**src/hw/rtl/pctg_pkg.sv**
```systemverilog
// Shared constants, types and sine table builder for the pulsed complex tone generator.
package pctg_pkg;

  localparam int unsigned PHASE_BITS      = 32;
  localparam int unsigned TABLE_ADDR_BITS = 10;
  localparam int unsigned COUNT_BITS      = 24;
  localparam int unsigned SAMPLE_BITS     = 16;
  localparam int unsigned MAG_BITS        = SAMPLE_BITS - 1;
  localparam int unsigned TABLE_LEN       = 1 << TABLE_ADDR_BITS;
  localparam int unsigned CFG_IDX_BITS    = 2;
  localparam int unsigned CFG_DATA_BITS   = 32;

  // Register indexes on the configuration port
  typedef enum logic [CFG_IDX_BITS-1:0] {
    REG_PHASE_STEP    = 2'd0,
    REG_PHASE_OFFSET  = 2'd1,
    REG_PULSE_LENGTH  = 2'd2,
    REG_PERIOD_LENGTH = 2'd3
  } reg_idx_e;

  // Live configuration, with the last index of the effective period precomputed
  typedef struct packed {
    logic [PHASE_BITS-1:0] phase_step;
    logic [PHASE_BITS-1:0] phase_offset;
    logic [COUNT_BITS-1:0] pulse_length;
    logic [COUNT_BITS-1:0] last_index;
  } cfg_t;

  // Table addresses for one sample
  typedef struct packed {
    logic [TABLE_ADDR_BITS-1:0] addr_sin;
    logic [TABLE_ADDR_BITS-1:0] addr_cos;
  } lookup_addr_t;

  // Flags that travel alongside the table read
  typedef struct packed {
    logic in_pulse;
    logic last;
    logic neg_sin;
    logic neg_cos;
  } lookup_tag_t;

  typedef logic [MAG_BITS-1:0] mag_t;
  typedef mag_t table_t [TABLE_LEN];

  localparam logic [63:0] Q62_ONE   = 64'd1 << 62;
  localparam logic [63:0] PI_Q62    = 64'hC90FDAA22168C234;
  localparam logic [63:0] AMPLITUDE = (64'd1 << (SAMPLE_BITS - 1)) - 64'd1;

  // Taylor series divisors (2n)(2n+1) for n = 1 .. 12
  localparam logic [63:0] HORNER_DIV [12] = '{
    64'd6, 64'd20, 64'd42, 64'd72, 64'd110, 64'd156,
    64'd210, 64'd272, 64'd342, 64'd420, 64'd506, 64'd600
  };

  // Full 128-bit product shifted right, low 64 bits kept
  function automatic logic [63:0] mul_shr(logic [63:0] a, logic [63:0] b, int unsigned sh);
    logic [127:0] p;
    p = {64'd0, a} * {64'd0, b};
    p = p >> sh;
    return p[63:0];
  endfunction

  // One quarter-wave entry, sine at the centre of bin k in Q62 scaled to the amplitude, rounded half up
  function automatic mag_t table_entry(int unsigned k);
    logic [63:0] x;
    logic [63:0] x2;
    logic [63:0] t;
    logic [63:0] r;
    x  = mul_shr(PI_Q62, 64'(2 * k + 1), TABLE_ADDR_BITS + 2);
    x2 = mul_shr(x, x, 62);
    t  = Q62_ONE;
    for (int n = 12; n >= 1; n--) begin
      t = Q62_ONE - (mul_shr(x2, t, 62) / HORNER_DIV[n-1]);
    end
    t = mul_shr(x, t, 62);
    r = (mul_shr(t, AMPLITUDE, 61) + 64'd1) >> 1;
    return r[MAG_BITS-1:0];
  endfunction

  function automatic table_t build_table();
    table_t tbl;
    for (int k = 0; k < TABLE_LEN; k++) begin
      tbl[k] = table_entry(k);
    end
    return tbl;
  endfunction

  localparam table_t SINE_TABLE = build_table();

  // Last sample index of the effective period: max(period, pulse, 1) - 1
  function automatic logic [COUNT_BITS-1:0] eff_last(logic [COUNT_BITS-1:0] pulse,
                                                     logic [COUNT_BITS-1:0] period);
    logic [COUNT_BITS-1:0] m;
    m = (period < pulse) ? pulse : period;
    return (m == '0) ? '0 : m - COUNT_BITS'(1);
  endfunction

endpackage

```
**src/hw/rtl/pctg_if.sv**
```systemverilog


interface pctg_out_if;
  logic                                     valid;
  logic                                     ready;
  logic signed [pctg_pkg::SAMPLE_BITS-1:0]  sample_i;
  logic signed [pctg_pkg::SAMPLE_BITS-1:0]  sample_q;
  logic                                     in_pulse;
  logic                                     period_last;
  modport source (output valid, output sample_i, output sample_q, output in_pulse,
                  output period_last, input ready);
  modport sink   (input valid, input sample_i, input sample_q, input in_pulse,
                  input period_last, output ready);
endinterface


```
**src/hw/rtl/pctg_out.sv**
```systemverilog
// Sign and padding of the looked-up magnitudes, and the result register.
module pctg_out (
  input  logic                  clk_i,
  input  logic                  rst_ni,
  input  logic                  s1_valid_i,
  input  pctg_pkg::lookup_tag_t tag_i,
  input  pctg_pkg::mag_t        mag_sin_i,
  input  pctg_pkg::mag_t        mag_cos_i,
  output logic                  s1_take_o,
  pctg_out_if.source            out_o
);
  import pctg_pkg::*;

  logic                          valid_q;
  logic signed [SAMPLE_BITS-1:0] si_d, sq_d, si_q, sq_q;
  logic                          pulse_q, last_q;
  logic signed [SAMPLE_BITS-1:0] sin_ext, cos_ext;

  assign s1_take_o = s1_valid_i && (!valid_q || out_o.ready);

  // Apply quadrant sign, zero in padding
  always_comb begin
    sin_ext = $signed({1'b0, mag_sin_i});
    cos_ext = $signed({1'b0, mag_cos_i});
    sq_d    = tag_i.neg_sin ? -sin_ext : sin_ext;
    si_d    = tag_i.neg_cos ? -cos_ext : cos_ext;
    if (!tag_i.in_pulse) begin
      sq_d = '0;
      si_d = '0;
    end
  end

  // Hold the word until taken
  always_ff @(posedge clk_i or negedge rst_ni) begin
    if (!rst_ni) begin
      valid_q <= 1'b0;
    end else if (s1_take_o) begin
      valid_q <= 1'b1;
    end else if (out_o.ready) begin
      valid_q <= 1'b0;
    end
  end

  always_ff @(posedge clk_i) begin
    if (s1_take_o) begin
      si_q    <= si_d;
      sq_q    <= sq_d;
      pulse_q <= tag_i.in_pulse;
      last_q  <= tag_i.last;
    end
  end

  assign out_o.valid       = valid_q;
  assign out_o.sample_i    = si_q;
  assign out_o.sample_q    = sq_q;
  assign out_o.in_pulse    = pulse_q;
  assign out_o.period_last = last_q;

endmodule

```
**src/flat_wrapper.sv**
```systemverilog
// flat-port wrapper written by rule: the top's interface ports become plain ports
module pctg_out_flat import pctg_pkg::*;
  (clk_i, rst_ni, s1_valid_i, tag_i, mag_sin_i, mag_cos_i, s1_take_o, out_o_valid, out_o_sample_i, out_o_sample_q, out_o_in_pulse, out_o_period_last, out_o_ready);
  pctg_out_if out_o_i ();
  input  logic clk_i;
  input  logic rst_ni;
  input  logic s1_valid_i;
  input  pctg_pkg::lookup_tag_t tag_i;
  input  pctg_pkg::mag_t mag_sin_i;
  input  pctg_pkg::mag_t mag_cos_i;
  output logic s1_take_o;
  output wire logic [$bits(out_o_i.valid)-1:0] out_o_valid;
  output wire logic [$bits(out_o_i.sample_i)-1:0] out_o_sample_i;
  output wire logic [$bits(out_o_i.sample_q)-1:0] out_o_sample_q;
  output wire logic [$bits(out_o_i.in_pulse)-1:0] out_o_in_pulse;
  output wire logic [$bits(out_o_i.period_last)-1:0] out_o_period_last;
  input wire logic [$bits(out_o_i.ready)-1:0] out_o_ready;
  assign out_o_valid = out_o_i.valid;
  assign out_o_sample_i = out_o_i.sample_i;
  assign out_o_sample_q = out_o_i.sample_q;
  assign out_o_in_pulse = out_o_i.in_pulse;
  assign out_o_period_last = out_o_i.period_last;
  assign out_o_i.ready = out_o_ready;
  pctg_out u_core (.clk_i(clk_i), .rst_ni(rst_ni), .s1_valid_i(s1_valid_i), .tag_i(tag_i), .mag_sin_i(mag_sin_i), .mag_cos_i(mag_cos_i), .s1_take_o(s1_take_o), .out_o(out_o_i));
endmodule
```
**config.mk**
```make
export PLATFORM = sky130hd
export DESIGN_NAME = pctg_out_flat
export DESIGN_NICKNAME = d
export VERILOG_FILES = /design/src/hw/rtl/pctg_pkg.sv /design/src/hw/rtl/pctg_if.sv /design/src/hw/rtl/pctg_out.sv /design/src/flat_wrapper.sv
export SDC_FILE = /design/constraint.sdc
export NUM_CORES = 1
export LEC_CHECK = 0
export BUFFER_PORTS_ARGS = -buffer_cell sky130_fd_sc_hd__buf_2
export CAP_MARGIN = 5
export CORE_MARGIN = 2
export CORE_UTILIZATION = 52
export DETAILED_ROUTE_END_ITERATION = 6
export PLACE_DENSITY = 0.84
export SETUP_SLACK_MARGIN = 0.4
export SKIP_LAST_GASP = 1
export SLEW_MARGIN = 20
export SYNTH_ARGS = -nofsm -noshare
export SYNTH_HDL_FRONTEND = slang
export SYNTH_SLANG_ARGS = --single-unit
export TNS_END_PERCENT = 100
```
**constraint.sdc**
```tcl
create_clock -name clk_i -period 2.88 [get_ports clk_i]
set_input_delay 0.144 -clock clk_i [delete_from_list [all_inputs] [get_ports clk_i]]
set_output_delay 0.144 -clock clk_i [all_outputs]
set_load 0.05 [all_outputs]
```
* Word-level counts from Yosys, hierarchy flattened *
Cells that the tools add are included.

word-level totals
  register bits after elaboration = 35
  input bits = 38
  output and inout port bits = 36
  logic and storage cells = 19

operators by class
  add/sub/neg operators = 2
  mux-type cells = 4
  reduce and logical (&&, ||, !) cells = 6

operators by type and width
  operator                            count
  15-bit negation with 16-bit output  2
  15-bit 2-to-1 mux                   2
  2-bit AND reduction                 2
  1-bit 2-to-1 mux                    2
  2-bit nonzero test                  1
  1-bit logical AND                   1
  1-bit logical NOT                   1
  1-bit logical OR                    1

* Longest topological paths before layout *
  word-level depth = 4
  gate-level depth with buffers = 7
  gate-level depth less buffers = 6

* Least setup slack after synthesis *
No wires, ideal clock.

  kind = flip-flop to flip-flop
  start point = register u_core.valid_q, in the netlist u_core.out_o.valid
  end point = register u_core.pulse_q, in the netlist u_core.out_o.in_pulse (enable)
  setup time = 411 ps
  data arrival time = 1895 ps
  data required time = 2469 ps
  path slack = 574 ps
  cell stages (with the launch flop) = 3
  path buffers = 0
  clock period less this slack = 2306 ps
  cells stage by stage = dfrtp_1 nand2b_1 and2_1

on the way
  cells in the longest elaborated chain, start to end = 3

ends and longest elaborated chain
  element                   line                source
  start: declaration        pctg_out.sv:14      logic valid_q;
  start signal: assignment  pctg_out.sv:36      valid_q <= 1'b0;
  start signal: assignment  pctg_out.sv:38      valid_q <= 1'b1;
  start signal: assignment  pctg_out.sv:40      valid_q <= 1'b0;
  1-bit logical NOT         pctg_out.sv:19      assign s1_take_o = s1_valid_i && (!valid_q || out_o.ready);
  1-bit logical OR          pctg_out.sv:19
  1-bit logical AND         pctg_out.sv:19
  named net s1_take_o       flat_wrapper.sv:11  output logic s1_take_o;
  end signal: assignment    pctg_out.sv:48      pulse_q <= tag_i.in_pulse;
  end: declaration          pctg_out.sv:16      logic pulse_q, last_q;

The timed path passes the listed nets, and every way through them passes these cells.
A chain may end at the register's enable or synchronous reset.

* Worst setup path after layout *
  start point = register u_core.valid_q, in the netlist u_core.out_o.valid
  end point = output s1_take_o

on the way
  cells in the longest elaborated chain, start to end = 3

ends and longest elaborated chain
  element            line
  1-bit logical NOT  pctg_out.sv:19
  1-bit logical OR   pctg_out.sv:19
  1-bit logical AND  pctg_out.sv:19
  end: declaration   flat_wrapper.sv:11

No other way between the ends.

==> flow_summary.yaml <==
global_route:
  grt_pass1_vias: 1347
  antenna_found_initial: 0
  grt_overflow: 0
  grt_max_degree: 36
  grt_pass1_wl_um: 5650
  grtUsageTotal_pct: 17.6
timing:
  max_slew_margin_pct: 42.1
  hold_viol: 0
  fin_crit_sh_pct: 69.5
  fin_skew_ns: 0.00540
  fin_hold_ws_ns: 0.0385
  rsz0062_at_grt: "false"
  setup_viol: 0
  tightest_slew_ns: 0.869
  fmax_mhz: 500
  period_needed_ns: 2.00
  finalMaxSlewViolations: 0
  tns_ns: 0
yosys:
  ys_dominant_reg_cell: "edfxtp_1"
  synthDistinctLibCells: 29
  synth_xor_area_share_pct: 10.8
  synth_fa_ha_area_share_pct: 1.29
  yosysWarningCount: 0
  synth_area_per_cell_um2: 11.9
  synth_compound_area_share_pct: 9.72
  yosysSeqAreaShare_pct: 53.8
  synth_top_family_by_area: "simple AND/OR/NAND/NOR gates"
  yosysTopAreaCell: "edfxtp_1"
  synth.area.top_cells: "edfxtp_1 (53%), xnor2_1 (11%), and2_1 (8.7%), o31ai_1 (3.5%), o41ai_1 (3.2%)"
  ys_seq_elements: 35
  synth_nets: 204
  synthSimpleGateAreaFrac_pct: 19.6
  async_flop_share_pct: 2.86
  netlist_area_um2: 1940
  netlist_instances: 164
  synthMuxAreaShare_pct: 2.06
  synth_edf_count: 34
  synth_top_area_share_pct: 52.5
drt:
  drt-pass1-iter-count: 4
  vias: 1467
  drtAntennaViolNets: 0
  wl_um: 3500
  via_per_inst: 5.15
  wl_per_cell_um: 12.3
  drt_iter0_drc: 80
  drc_errors: 0
final_layout:
  n_antenna_cell: 0
  syn_to_final_growth_pct: 25.0
  post-route-util_pct: 66.9
  fin_cells: 285
  drive_gt1_share_pct: 37.6
  final_nets: 276
  fillerInstances: 321
cts:
  cts_tree: "done"
  cts_buffers: 5
  ctsHoldBuffers: 1
  cts_setup_buffers: 0
  clock-sinks: 35
  htreeDepth: 2
  clk_pin_slew_ns: 0.07
  clock_path_buffers: 2
  root_buffer: "clkbuf_8"
  clock_latency_ns: 0.28
  cts_resized: 0
pwr:
  ir_drop_mv: 0.256
  p_leak_nw: 0.975
  p_per_area_nw_per_um2: 509
critical_path:
  cp_slowest_stage_delay_ns: 0.70
  crit_chain: "nand2b_1, and2_1, buf_2"
  cp_slowest_cell: "and2_1"
  arrival_ns: 1.86
  cp-end-kind: "primary output"
  startpoint_type: "flop"
  crit_type: "flop to primary output"
  worstPathRequired_ns: 2.74
  crit_fanout: 20
placed_design:
  dp_hpwl_um: 2660
  port_buffers: 73
  dp_cells: 276
  globalplace.congestion: 0.809
run:
  maxCapViolations: 0
floorplan:
  rows: 22
  core_area_um2: 3630
  dieArea_um2: 4240
  dieHeight_um: 65.2
  initial_core_util_pct: 53.5
  die_x_um: 65.2
  io_pins: 74
run_status:
  outcome: "complete, no violations"
hold_path:
  worstHoldPathType: "primary input to flop"
-- cells in the final DEF, fill, tap and decap left out --
cell type,n
a21boi_0,1
a21oi_1,1
a31oi_1,1
and2_1,27
buf_2,73
buf_4,1
clkbuf_1,2
clkbuf_8,5
clkinv_2,1
dfrtp_1,1
dlygate4sd3_1,1
edfxtp_1,34
ha_1,2
inv_1,4
mux2i_1,4
nand2_1,6
nand2b_1,7
nor2_1,3
nor2b_1,2
nor3_1,1
nor4_1,1
o21ai_0,4
o31ai_1,9
o31ai_4,1
o41ai_1,7
or2_2,2
or3_1,5
or3_2,1
or3b_2,2
or4_1,1
or4_4,3
xnor2_1,24
-- where the power goes --
part           switching, mW  total [mW]  internal [mW]  leakage, nW
Clock                  0.155       0.324          0.169       0.0422
Combinational          0.208       0.306         0.0977        0.589
Sequential           0.00639       0.608          0.602        0.344
Total                  0.370        1.24          0.868        0.975
-- per-layer routing --
| metal | vias up | routed length (um) | track usage [%] |
|---|---|---|---|
| met5 | - | 0 | 0 |
| met4 | 0 | 48 | 7.03 |
| met3 | 5 | 270 | 5.65 |
| met2 | 53 | 1760 | 31.3 |
| met1 | 675 | 1420 | 19.6 |
| li1 | 734 | - | - |
-- cell type report --
| type | count | area (um^2) | area share (%) |
|---|---|---|---|
| Inverter | 4 | 15.0 | 0.618 |
| Multi-Input combinational cell | 115 | 845 | 34.8 |
| Clock inverter | 1 | 5.00 | 0.206 |
| Tap cell | 48 | 60.1 | 2.47 |
| Timing Repair Buffer | 75 | 383 | 15.8 |
| Sequential cell | 35 | 1050 | 43.0 |
| Clock buffer | 7 | 76.3 | 3.14 |
-- logic make-up (layout without fill, tap and decap cells) --
family	after synthesis	in the layout
AO/OA/AOI/OAI	24	24
XOR/XNOR	24	24
adder cells (fa/ha/maj)	2	2
buffers and inverters	14	87
flip-flops	35	35
multiplexers	4	4
AND/OR/NAND/NOR	61	61
-- state kept, by name, indices dropped and copies added (netlist names) --
register / count
u_core.out_o.sample_q: 16
u_core.out_o.period_last: 1
u_core.out_o.in_pulse: 1
u_core.out_o.valid: 1
u_core.out_o.sample_i: 16
-- synth_stat cells, types with 3 or more instances --
cell type   n
inv_1       4
nor2_1      3
edfxtp_1   34
mux2i_1     4
clkbuf_1    8
nand2_1     6
or3_1       5
xnor2_1    24
o21ai_0     4
o31ai_1     9
o41ai_1     7
and2_1     27
or4_4       3
nand2b_1    7
-- per-stage QoR --
step | worst slack, ns | instance area (um^2) | total power [mW]
6_report | 0.878 | 2430 | 1.24
5_1_grt | 0.759 | 2430 | 1.30
4_1_cts | 0.857 | 2430 | 1.25
3_5_place_dp | 0.902 | 2340 | 0.925
3_3_place_gp | 0.937 | 2340 | 0.921
2_1_floorplan | 0.574 | 1940 | 0.841
-- critical path: cells and delay by family, from the launching register on --
family        cells  cell delay [ns]
flops             1             0.37
simple gates      2             0.79
buf+inv           1             0.40
-- final timing paths --
kind	start	to	slack, ns	depth (start not counted)
setup reg to reg	u_core.out_o.valid$_DFFE_PN0P_	u_core.out_o.sample_q[5]$_SDFFCE_PN0P_	1.02	3
hold reg to reg	u_core.out_o.valid$_DFFE_PN0P_	u_core.out_o.valid$_DFFE_PN0P_	0.52	2
hold / removal	tag_i[2]	u_core.out_o.period_last$_DFFE_PP_	0.04	1
max in group asynchronous	rst_ni	u_core.out_o.valid$_DFFE_PN0P_	2.61	2
min in group asynchronous	rst_ni	u_core.out_o.valid$_DFFE_PN0P_	0.19	2
setup / recovery	u_core.out_o.valid$_DFFE_PN0P_	s1_take_o	0.88	3
No activity file was read; power rests on OpenSTA's default activity.
