**src/hw/rtl/pctg_pkg.sv**
```systemverilog
// Shared constants, types and sine table builder for the pulsed complex tone generator.
package pctg_pkg;

  localparam int unsigned PHASE_BITS      = 32;
  localparam int unsigned TABLE_ADDR_BITS = 10;
  localparam int unsigned COUNT_BITS      = 24;
  localparam int unsigned SAMPLE_BITS     = 16;
  localparam int unsigned MAG_BITS        = SAMPLE_BITS - 1;
  localparam int unsigned TABLE_LEN       = 1 << TABLE_ADDR_BITS;
  localparam int unsigned CFG_IDX_BITS    = 2;
  localparam int unsigned CFG_DATA_BITS   = 32;

  // Register indexes on the configuration port
  typedef enum logic [CFG_IDX_BITS-1:0] {
    REG_PHASE_STEP    = 2'd0,
    REG_PHASE_OFFSET  = 2'd1,
    REG_PULSE_LENGTH  = 2'd2,
    REG_PERIOD_LENGTH = 2'd3
  } reg_idx_e;

  // Live configuration, with the last index of the effective period precomputed
  typedef struct packed {
    logic [PHASE_BITS-1:0] phase_step;
    logic [PHASE_BITS-1:0] phase_offset;
    logic [COUNT_BITS-1:0] pulse_length;
    logic [COUNT_BITS-1:0] last_index;
  } cfg_t;

  // Table addresses for one sample
  typedef struct packed {
    logic [TABLE_ADDR_BITS-1:0] addr_sin;
    logic [TABLE_ADDR_BITS-1:0] addr_cos;
  } lookup_addr_t;

  // Flags that travel alongside the table read
  typedef struct packed {
    logic in_pulse;
    logic last;
    logic neg_sin;
    logic neg_cos;
  } lookup_tag_t;

  typedef logic [MAG_BITS-1:0] mag_t;
  typedef mag_t table_t [TABLE_LEN];

  localparam logic [63:0] Q62_ONE   = 64'd1 << 62;
  localparam logic [63:0] PI_Q62    = 64'hC90FDAA22168C234;
  localparam logic [63:0] AMPLITUDE = (64'd1 << (SAMPLE_BITS - 1)) - 64'd1;

  // Taylor series divisors (2n)(2n+1) for n = 1 .. 12
  localparam logic [63:0] HORNER_DIV [12] = '{
    64'd6, 64'd20, 64'd42, 64'd72, 64'd110, 64'd156,
    64'd210, 64'd272, 64'd342, 64'd420, 64'd506, 64'd600
  };

  // Full 128-bit product shifted right, low 64 bits kept
  function automatic logic [63:0] mul_shr(logic [63:0] a, logic [63:0] b, int unsigned sh);
    logic [127:0] p;
    p = {64'd0, a} * {64'd0, b};
    p = p >> sh;
    return p[63:0];
  endfunction

  // One quarter-wave entry, sine at the centre of bin k in Q62 scaled to the amplitude, rounded half up
  function automatic mag_t table_entry(int unsigned k);
    logic [63:0] x;
    logic [63:0] x2;
    logic [63:0] t;
    logic [63:0] r;
    x  = mul_shr(PI_Q62, 64'(2 * k + 1), TABLE_ADDR_BITS + 2);
    x2 = mul_shr(x, x, 62);
    t  = Q62_ONE;
    for (int n = 12; n >= 1; n--) begin
      t = Q62_ONE - (mul_shr(x2, t, 62) / HORNER_DIV[n-1]);
    end
    t = mul_shr(x, t, 62);
    r = (mul_shr(t, AMPLITUDE, 61) + 64'd1) >> 1;
    return r[MAG_BITS-1:0];
  endfunction

  function automatic table_t build_table();
    table_t tbl;
    for (int k = 0; k < TABLE_LEN; k++) begin
      tbl[k] = table_entry(k);
    end
    return tbl;
  endfunction

  localparam table_t SINE_TABLE = build_table();

  // Last sample index of the effective period: max(period, pulse, 1) - 1
  function automatic logic [COUNT_BITS-1:0] eff_last(logic [COUNT_BITS-1:0] pulse,
                                                     logic [COUNT_BITS-1:0] period);
    logic [COUNT_BITS-1:0] m;
    m = (period < pulse) ? pulse : period;
    return (m == '0) ? '0 : m - COUNT_BITS'(1);
  endfunction

endpackage

```
**src/hw/rtl/pctg_phase.sv**
```systemverilog
// Sample index and phase accumulator; forms table addresses for each request.
module pctg_phase (
  input  logic                        clk_i,
  input  logic                        rst_ni,
  input  logic                        accept_i,
  input  logic                        restart_i,
  input  pctg_pkg::cfg_t              cfg_i,
  output pctg_pkg::lookup_addr_t      addr_o,
  output pctg_pkg::lookup_tag_t       tag_o
);
  import pctg_pkg::*;

  logic [COUNT_BITS-1:0]      idx_q, idx_d, n;
  logic [PHASE_BITS-1:0]      acc_q, acc_d, p;
  logic [1:0]                 quad;
  logic [TABLE_ADDR_BITS-1:0] k;
  lookup_tag_t                tag_d, tag_q;

  // Position and phase of this sample
  always_comb begin
    n              = restart_i ? '0 : idx_q;
    p              = (n == '0) ? cfg_i.phase_offset : acc_q;
    tag_d.in_pulse = n < cfg_i.pulse_length;
    tag_d.last     = n >= cfg_i.last_index;
    acc_d          = tag_d.in_pulse ? p + cfg_i.phase_step : p;
    idx_d          = tag_d.last ? '0 : n + COUNT_BITS'(1);
    quad           = p[PHASE_BITS-1 -: 2];
    k              = p[PHASE_BITS-3 -: TABLE_ADDR_BITS];
    // Odd quadrants mirror the index; cosine is a quarter turn ahead
    addr_o.addr_sin = quad[0] ? ~k : k;
    addr_o.addr_cos = quad[0] ? k : ~k;
    tag_d.neg_sin   = quad[1];
    tag_d.neg_cos   = quad[1] ^ quad[0];
  end

  // Advance state on each accepted word
  always_ff @(posedge clk_i or negedge rst_ni) begin
    if (!rst_ni) begin
      idx_q <= '0;
      acc_q <= '0;
    end else if (accept_i) begin
      idx_q <= idx_d;
      acc_q <= acc_d;
    end
  end

  // Flags alongside the table read
  always_ff @(posedge clk_i) begin
    if (accept_i) begin
      tag_q <= tag_d;
    end
  end

  assign tag_o = tag_q;

endmodule

```
**config.mk**
```make
export PLATFORM = sky130hd
export DESIGN_NAME = pctg_phase
export DESIGN_NICKNAME = d
export VERILOG_FILES = /design/src/hw/rtl/pctg_pkg.sv /design/src/hw/rtl/pctg_phase.sv
export SDC_FILE = /design/constraint.sdc
export NUM_CORES = 1
export LEC_CHECK = 0
export BUFFER_PORTS_ARGS = -buffer_cell sky130_fd_sc_hd__buf_2
export CAP_MARGIN = 20
export CORE_ASPECT_RATIO = 1.5
export CORE_MARGIN = 2
export CORE_UTILIZATION = 30
export CTS_BUF_LIST = sky130_fd_sc_hd__clkbuf_2
export DETAILED_ROUTE_END_ITERATION = 16
export GPL_ROUTABILITY_DRIVEN = 0
export SYNTH_ARGS = -nofsm -noshare
export SYNTH_HDL_FRONTEND = slang
export SYNTH_SLANG_ARGS = --single-unit
export TNS_END_PERCENT = 100
```
**constraint.sdc**
```tcl
create_clock -name clk_i -period 8.3 [get_ports clk_i]
set_clock_uncertainty 0.05 [all_clocks]
set_input_delay 1.66 -clock clk_i [delete_from_list [all_inputs] [get_ports clk_i]]
set_output_delay 1.66 -clock clk_i [all_outputs]
set_load 0.005 [all_outputs]
```
-- Word-level counts from Yosys, hierarchy flattened
Cells that the tools add are included.
- register bits: 60
- logic and storage cells: 19
- output and inout bits: 24
- mux-type cells: 6
- bitwise logic cells: 2
- add/subtract/negate cells: 2
- reduce and logical (&&, ||, !) cells: 1
- $lt $le $gt $ge: 2
- operators with widths (kind ; count):
    two-way mux 32 bit ; 2
    two-way mux 24 bit ; 2
    adder 32 bit ; 1
    adder 24 x 1 -> 24 bit (second input constant) ; 1
    >= comparator 24 bit ; 1
    zero test 24 bit ; 1
    < comparator 24 bit ; 1
    two-way mux 10 bit ; 2
    inverter 10 bit ; 1
    bitwise XOR 1 bit ; 1

-- Depth between registers and ports, before layout
Gate-level depths: netlist of the first run.
- depth in word-level cells: 5
- mapped depth: 21
- mapped depth without buffers: 18

-- Worst setup path before layout of the first run
OpenSTA, ideal clock, no wires.
- path kind: input to register
- start point: input restart_i
- end point: register acc_q[30]
- arrival: 5.455 ns
- library setup time: 0.123 ns
- buffers on the path: 3
- stages on the path: 21
- setup slack: 2.672 ns
- required time: 8.127 ns
- cell sequence: buf_2 -> buf_2 -> inv_1 -> nand2_1 -> ha_1 -> nor2b_1 -> nand4_4 -> buf_6 -> mux2_2 -> ha_1 -> inv_1 -> fa_1 -> nor2b_1 -> o2111ai_1 -> a21oi_1 -> o21ai_0 -> a311oi_1 -> a31o_2 -> a31oi_1 -> xnor2_1 -> o221a_2
- word-level cells in the longest chain between the ends: 5
- elaborated cells on any way between the ends: 6
- those cells by class: add/sub: 1; order compare: 1; mux: 3; reduce/logical: 1
- ends and longest elaborated chain (element ; line ; source):
    from (decl) ; pctg_phase.sv:6 ; input logic restart_i,
    two-way mux 24 bit * ; pctg_phase.sv:21 ; n = restart_i ? '0 : idx_q;
    zero test 24 bit ; pctg_phase.sv:22 ; p = (n == '0) ? cfg_i.phase_offset : acc_q;
    two-way mux 32 bit ; pctg_phase.sv:22 ;
    adder 32 bit ; pctg_phase.sv:25 ; acc_d = tag_d.in_pulse ? p + cfg_i.phase_step : p;
    two-way mux 32 bit * ; pctg_phase.sv:25 ;
    to (signal assigned) ; pctg_phase.sv:40 ; acc_q <= '0;
    to (signal assigned) ; pctg_phase.sv:43 ; acc_q <= acc_d;
    to (decl) ; pctg_phase.sv:14 ; logic [PHASE_BITS-1:0] acc_q, acc_d, p;
Every way passes the cells marked *; elsewhere a longest branch is shown, timed or not.
A chain may end at the register's enable or synchronous reset.

-- Worst setup path after layout of the first run
Same ends and word-level chain as after synthesis.

==> results of run 1 <==
-- logic make-up (layout without fill, tap and decap cells) --
| logic type | after synthesis | in the layout | share of synthesized area (%) |
|---|---|---|---|
| xor+xnor | 42 | 42 | 5.76 |
| buf+inv | 102 | 238 | 6.51 |
| flops | 60 | 60 | 23.8 |
| other cells | 0 | 1 | 0 |
| fa+ha+maj | 84 | 84 | 16.6 |
| compound gates | 216 | 216 | 22.0 |
| mux | 44 | 44 | 7.51 |
| simple gates | 221 | 221 | 17.8 |
-- state kept, by name, indices dropped and copies added (netlist names) --
signal / cells
acc_q: 32
idx_q: 24
tag_o: 4
-- power by group --
| group | total, mW | switching (mW) | internal (mW) |
|---|---|---|---|
| Clock | 0.153 | 0.113 | 0.0401 |
| Combinational | 1.10 | 0.585 | 0.518 |
| Sequential | 0.426 | 0.0447 | 0.382 |
| Total | 1.68 | 0.743 | 0.940 |
-- layer usage --
metal  share of wire [%]  global-route usage, %  up-vias  wire, µm
li1                    -                      -     3023         -
met1                  41                   17.8     2664      7270
met2                  54                   31.0      145      9630
met3                 3.5                   1.78       20       631
met4                 1.6                   4.55        0       283
met5                   0                      0        -         0
-- metrics by stage --
stage / worst slack, ns / total power, mW / cell area [µm²]
floorplan: 2.67 / 1.26 / 6380
global placement: 1.32 / 1.53 / 7330
detailed placement: 1.23 / 1.54 / 7330
CTS: 1.72 / 1.70 / 7410
global route: 1.43 / 1.86 / 7410
finish: 1.80 / 1.68 / 7410
-- critical path, delay by kind of cell --
| kind | cells | cell delay [ns] |
|---|---|---|
| compound gates | 7 | 1.95 |
| simple gates | 5 | 1.25 |
| buf+inv | 4 | 0.95 |
| fa+ha+maj | 2 | 0.59 |
| mux | 1 | 0.30 |
| xor+xnor | 1 | 0.15 |
-- layout make-up --
| class | count | share of cell area, % |
|---|---|---|
| multi-input cells | 607 | 60.0 |
| well taps | 268 | 4.52 |
| diodes | 1 | 0.0338 |
| repair buffers | 145 | 9.99 |
| flip-flops and latches | 60 | 20.5 |
| inverters | 77 | 3.90 |
| clock inverters | 4 | 0.219 |
| clock buffers | 12 | 0.810 |
-- how the worst max path moves through the flow --
stage	slack (ns)	from	cells after the start	end
after detailed placement	1.23	restart_i	20	acc_q[30]
after CTS	1.72	restart_i	12	addr_o[4]
after global placement	1.32	restart_i	20	acc_q[30]
after global routing	1.43	restart_i	20	acc_q[30]
after floorplan	2.67	restart_i	21	acc_q[30]
final	1.80	restart_i	20	acc_q[30]
-- layout by cell type (no fill, tap or decap), types with 3 or more instances in the layout --
cell / netlist / routed
clkinv_1: 1 / 4
a32oi_1: 3 / 3
nand3_1: 12 / 12
and4_1: 3 / 3
a21oi_1: 80 / 80
and3_1: 13 / 13
o2bb2ai_1: 19 / 19
or3_1: 4 / 4
o221ai_1: 3 / 3
a31o_2: 3 / 3
nand2_1: 43 / 43
dfrtp_1: 56 / 56
a31oi_1: 9 / 9
xor2_1: 17 / 17
o21ai_0: 24 / 24
edfxtp_1: 4 / 4
mux2i_1: 15 / 15
ha_1: 83 / 83
mux2_2: 28 / 28
xnor2_1: 25 / 25
nor4_1: 7 / 7
nand4_1: 12 / 12
inv_1: 74 / 74
buf_2: 5 / 139
nor3_1: 16 / 16
nand2b_1: 13 / 13
clkbuf_2: 0 / 12
buf_4: 5 / 6
a21o_1: 42 / 42
nor2b_1: 19 / 19
o31ai_1: 8 / 8
nor2_1: 65 / 65
o211ai_1: 7 / 7
==> results.toml, run 1 <==
[power]
p_per_area_nw_per_um2 = 227
peakVddDrop_mv = 0.153
power_leakage_nw = 3.89

[logic_synthesis]
ys_warn_count = 0
yosysUniqueCellTypes = 63
yosysMostFrequentCell = "ha_1"
synth_area_um2 = 6380
async_reset_ff_share_pct = 93.3
synth_edf_count = 4
synth.net_count = 969
seq_area_frac_synth_pct = 23.8
yosys_register_bits = 60
ys_top_cells_by_area = "dfrtp_1, ha_1, a21oi_1, a21o_1, mux2_2"
yosys.area.top_type_share_pct = 22.0
synth_ff_type = "dfrtp_1"
yosysTopAreaCell = "dfrtp_1"
syn_area_per_cell_um2 = 8.30
synth_cells = 769
netlist_top_cells_count = "ha_1, a21oi_1, inv_1"

[worst_setup_path]
startpoint_type = "input pin"
crit_top_cell = "inv_1"
reg2reg_to = "acc_q[30]"
cp-end-kind = "register"
critPathArrivalTime_ns = 6.87
slowest_stage = "a311oi_1"
reg2regPathDepth = 18
cp_cell_sequence = "buf_2, nand2b_2, inv_1, nor4_1, and4_1, nand4_4, buf_4, mux2_2, ha_1, inv_1, fa_1, nor2b_1, o2111ai_1, a21oi_1, o21ai_0, a311oi_1, a31o_2, a31oi_1, xnor2_1, o221a_2"
crit_required_ns = 8.67
r2r_start = "idx_q[3]"
ff2ff_setup_slack_ns = 3.10
path_max_fanout = 34
critical_path_class = "in2reg"
cp_slowest_stage_delay_ns = 0.73

[clock_network]
clock_path_buffers = 2
tritoncts = "done"
cts_resized = 0
clock-root-buffer = "clkbuf_2"
cts_buffers = 9
clkTransAtPathRegs_ns = 0.19
hold_buffers = 0
cts_setup_buffers = 0
cts_sinks = 60
htreeDepth = 3
clock_latency_ns = 0.50

[floorplan]
pin_count = 140
die_height_um = 183
fp.coreArea_um2 = 21000
rows = 65
start_util_pct = 30.4
die_width_um = 123
die-area_um2 = 22500

[cells_and_area]
layout-drive-gt1-share_pct = 22.3
fin_cells = 1174
syn2layout_area_growth_pct = 16.1
final_core_util_pct = 35.3
multiInputGateArea_um2 = 4450
ff_latch_area_um2 = 1520
layout.filler_cells = 2266
nets = 1100

[global_route]
antenna_found_initial = 1
grt_pass1_vias = 5899
grt_pass1_wl_um = 28300
grt_usage_pct = 16.0
grt-ovfl-total = 0
grt_max_degree = 70

[route]
route.detailed.drc = 0
routed_wl_um = 17800
drtIter0Drc = 249
final_antenna_net_count = 0
wl_per_cell_um = 15.2
first_pass_iters = 5
num_vias = 5852
avgViaCountPerCell = 4.98

[placement]
portBuffers = 139
dp_cells = 1157
dp_hpwl_um = 14000

[worst_hold_path]
worstHoldPathCells = 2
hold_class = "reg2reg"
min-delay-start = "acc_q[0]"
min_to = "acc_q[0]"

[sta]
rsz0062_at_grt = "no"
relSlewSlack_pct = 41.8
slew_viol_final = 0
hold_violations = 0
setup-violations-final = 0
period_needed_ns = 6.50
worstMarginPinSlew_ns = 0.867
finalCritPeriodShare_pct = 78.4
max_freq_mhz = 154
hold_slack_ns = 0.457
finalSetupTns_ns = 0

[flow_run]
cap_violations = 0

[status]
status = "finished, final reports clean"
Note: power is estimated with default switching activity, not from simulation.
==> inputs of run 2 (changes only) <==
- clock period: 8.3 -> 6.5 ns (I/O delays scaled with it)
==> results.toml, run 2 (same netlist as run 1, synthesis figures left out) <==
[placement]
portBuffers = 139
dpl-instance-area_um2 = 7420
dp_hpwl_um = 14200

[cells_and_area]
final_common_cell = "buf_2"
multiInputGateArea_um2 = 4450
mostFrequentLayoutCells = "buf_2, ha_1, a21oi_1"
regMostFlops = "acc_q"
layout.filler_cells = 2250
fin_area_um2 = 7530
nets = 1112
syn2layout_area_growth_pct = 18.0
largest_reg_flops = 32
ff_latch_area_um2 = 1520
layout-drive-gt1-share_pct = 23.6

[route]
first_pass_iters = 4
route.detailed.drc = 0
routed_wl_um = 18200
avgViaCountPerCell = 4.97
drtIter0Drc = 230
final_antenna_net_count = 0
num_vias = 5899
wl_per_cell_um = 15.3

[power]
seqPwrFrac_pct = 24.6
p_switching_mw = 0.956
peakVddDrop_mv = 0.216
power_leakage_nw = 3.96
p_clk_share_pct = 10.9
pwr-share-comb_pct = 64.5
p_sw_share_pct = 43.1
p_per_area_nw_per_um2 = 294
internal-power_mw = 1.26
total_power_mw = 2.22

[flow_run]
cap_violations = 0

[global_route]
grt-ovfl-total = 0
grt_usage_pct = 16.5
grt_pass1_wl_um = 29400
grt_max_degree = 69
grt_pass1_vias = 6155
antenna_found_initial = 1

[sta]
worstMarginPinSlew_ns = 0.811
setup-violations-final = 0
period_needed_ns = 5.70
slew_viol_final = 0
finalCritPeriodShare_pct = 87.7
finalSetupTns_ns = 0
rsz0062_at_grt = "no"
relSlewSlack_pct = 46.0
max_freq_mhz = 175
hold_violations = 0
hold_slack_ns = 0.457

[floorplan]
rows = 65
die-area_um2 = 22500
start_util_pct = 30.4
die_width_um = 123
die_height_um = 183
fp.coreArea_um2 = 21000
pin_count = 140

[status]
status = "finished, final reports clean"

[clock_network]
hold_buffers = 0
tritoncts = "done"
clock-root-buffer = "clkbuf_2"
cts_setup_buffers = 0
cts_sinks = 60
clkTransAtPathRegs_ns = 0.17
cts_resized = 0
cts_buffers = 9
htreeDepth = 3
clock_path_buffers = 2
clock_latency_ns = 0.51

[worst_hold_path]
hold_class = "reg2reg"

[worst_setup_path]
cp-end-kind = "output port"
critPathArrivalTime_ns = 4.35
critical_path_class = "in2out"
startpoint_type = "input pin"
crit_required_ns = 5.15
path_max_fanout = 27
run 2: cell count changes in the layout (fill, tap and decap cells not counted):
cell	change
clkinv_1	-2
clkbuf_2	+1
buf_4	+12
bufinv_16	+1
run 2: final timing paths:
kind / cells past startpoint / slack [ns] / end / startpoint
max: 12 / 0.80 / addr_o[6] / restart_i
min: 2 / 0.46 / acc_q[0] / acc_q[0]
max in group asynchronous: 2 / 4.95 / idx_q[4] / rst_ni
min in group asynchronous: 2 / 0.85 / acc_q[24] / rst_ni
min reg2reg: 2 / 0.46 / acc_q[0] / acc_q[0]
max reg2reg: 18 / 1.70 / acc_q[31] / idx_q[2]
run 2: final cells by class:
cell class | instances | share of cell area, %
Multi-Input combinational cell | 607 | 59.0
Sequential cell | 60 | 20.2
Timing Repair Buffer | 157 | 11.0
Tap cell | 268 | 4.45
Inverter | 77 | 3.84
Clock buffer | 13 | 0.864
Clock inverter | 3 | 0.515
Antenna cell | 1 | 0.0332
run 2: metrics by stage:
stage | utilization [%] | instances | worst slack (ns)
finish | 35.9 | 1186 | 0.800
CTS | 35.9 | 1185 | 0.720
floorplan | - | 769 | 1.23
global placement | 35.4 | 1169 | 0.234
detailed placement | 35.4 | 1169 | 0.202
global route | 35.9 | 1186 | 0.578
run 2: worst max-delay path, cell delays in order:
cell and delay [ns]:
buf_2 0.40, nand2b_2 0.25, inv_1 0.09, nor4_1 0.50
and4_1 0.36, nand4_4 0.24, buf_4 0.35, mux2i_2 0.24
buf_4 0.20, xor2_1 0.21, inv_1 0.05, buf_2 0.12
run 2: power groups by stage:
stage	Sequential (mW)	Combinational, mW	Clock [mW]
4_1_cts	0.545	1.44	0.259
6_report	0.545	1.43	0.241
3_3_place_gp	0.552	1.43	0
3_5_place_dp	0.555	1.43	0
5_1_grt	0.562	1.61	0.279
2_1_floorplan	0.537	1.07	0
run 2: metal layers:
layer  vias to the layer above  wire length [µm]  global-route usage [%]
li1                       3051                 -                       -
met2                       120              9830                    32.2
met5                         -                 0                       0
met3                        21               647                    2.50
met4                         0               310                    4.86
met1                      2707              7360                    17.7
==> inputs of run 3 (changes only) <==
- CELL_PAD_IN_SITES_DETAIL_PLACEMENT: unset -> 1
- CELL_PAD_IN_SITES_GLOBAL_PLACEMENT: unset -> 1
- PLACE_DENSITY_LB_ADDON: unset -> 0.1
==> results.toml, run 3 (same netlist as run 1, synthesis figures left out) <==
[floorplan]
pin_count = 140
start_util_pct = 30.4
rows = 65
die_height_um = 183
fp.coreArea_um2 = 21000
die-area_um2 = 22500
die_width_um = 123

[power]
p_per_area_nw_per_um2 = 302
peakVddDrop_mv = 0.186
power_leakage_nw = 3.97

[clock_network]
hold_buffers = 0
cts_buffers = 9
clock_latency_ns = 0.52
htreeDepth = 3
cts_sinks = 60
clock-root-buffer = "clkbuf_2"
clock_path_buffers = 2
clkTransAtPathRegs_ns = 0.18
cts_setup_buffers = 0
cts_resized = 0
tritoncts = "done"

[flow_run]
cap_violations = 0

[worst_setup_path]
crit_end = "addr_o[8]"
slowest_stage = "buf_2"
crit_start = "restart_i"
cp-end-kind = "output port"
cp_top_family = "buffers and inverters"
ff2ff_setup_slack_ns = 1.76
reg2reg_to = "acc_q[30]"
crit_required_ns = 5.15
critPathArrivalTime_ns = 4.19
r2r_start = "idx_q[18]"
reg2regPathDepth = 17
path_depth = 13
path_max_fanout = 26
cp_slowest_stage_delay_ns = 0.38
critical_path_class = "in2out"
cp_num_buf_inv = 7
crit_top_cell = "buf_4"
startpoint_type = "input pin"
cp_cell_sequence = "buf_2, nand2b_2, inv_1, nor4_1, and4_1, nand4_4, buf_4, buf_4, mux2i_2, buf_4, xor2_1, inv_1, buf_2"

[status]
status = "finished, final reports clean"

[global_route]
grt_pass1_vias = 6753
grt_max_degree = 70
grt-ovfl-total = 0
grt_usage_pct = 19.0
antenna_found_initial = 1
grt_pass1_wl_um = 33800

[cells_and_area]
layout-drive-gt1-share_pct = 23.8
largest_reg_flops = 32
nets = 1114
mostFrequentLayoutCells = "buf_2, ha_1, a21oi_1"
final_common_cell = "buf_2"
syn2layout_area_growth_pct = 18.3
fin_cells = 1188
regMostFlops = "acc_q"

[route]
first_pass_iters = 4
routed_wl_um = 20700
route.detailed.drc = 0
drtIter0Drc = 139
final_antenna_net_count = 0
avgViaCountPerCell = 5.18
num_vias = 6154
wl_per_cell_um = 17.4

[sta]
max_freq_mhz = 181
rsz0062_at_grt = "no"
relSlewSlack_pct = 45.3
setup-violations-final = 0
period_needed_ns = 5.54
finalCritPeriodShare_pct = 85.2
finalSetupTns_ns = 0
hold_violations = 0
worstMarginPinSlew_ns = 0.821
slew_viol_final = 0

[worst_hold_path]
worstHoldPathCells = 2
hold_class = "reg2reg"

[placement]
portBuffers = 139
dp_cells = 1171
dp_hpwl_um = 16700
[run 3: cell types whose count changed in the layout (fill, tap and decap cells not counted)]
cell	previous run	this run
clkinv_2	1	3
clkbuf_2	13	11
clkinv_1	2	1
clkinvlp_4	0	1
buf_4	18	20
[run 3: worst min path at each step]
stage              start   endpoint  slack, ns
2_1_floorplan   acc_q[0]   acc_q[0]       0.39
3_3_place_gp    acc_q[0]   acc_q[0]       0.43
3_5_place_dp    acc_q[0]   acc_q[0]       0.42
4_1_cts         acc_q[0]   acc_q[0]       0.46
5_1_grt        idx_q[17]  idx_q[17]       0.51
6_report        acc_q[0]   acc_q[0]       0.45
[run 3: layer usage]
metal / up-vias / part of all wire, % / track usage (%)
met1: 2962 / 39 / 20.7
met5: - / 0 / 0
li1: 3053 / - / -
met4: 0 / 2.3 / 6.14
met3: 24 / 3.0 / 1.72
met2: 115 / 55 / 37.4
[run 3: power breakdown]
| part | internal, mW | switching [mW] | leakage [nW] |
|---|---|---|---|
| clock | 0.0900 | 0.162 | 0.0717 |
| sequential | 0.487 | 0.0647 | 0.730 |
| combinational | 0.682 | 0.792 | 3.17 |
[run 3: final cells by class]
type	instances	area [µm²]
Antenna cell	1	2.50
Clock buffer	11	55.1
Clock inverter	5	52.6
Fill cell	2593	13400
Inverter	77	289
Multi-Input combinational cell	607	4450
Sequential cell	60	1520
Tap cell	268	335
Timing Repair Buffer	159	846
[run 3: worst register-to-register path: cells and delay by family, from the launching register on]
family	cells	cell delay, ns
compound gates	6	1.48
simple gates	5	1.23
buf+inv	3	0.63
flops	1	0.49
fa+ha+maj	1	0.36
mux	1	0.30
xor+xnor	1	0.11
[run 3: stage by stage]
stage	cell area [µm²]	util, %	setup WS (ns)	hold WS [ns]	power (mW)
CTS	7540	36.0	0.864	0.458	2.32
global route	7550	36.0	0.612	0.510	2.52
floorplan	6380	-	1.23	0.394	1.60
detailed placement	7440	35.4	0.379	0.418	2.05
global placement	7440	35.4	0.528	0.432	2.02
finish	7550	36.0	0.962	0.451	2.28
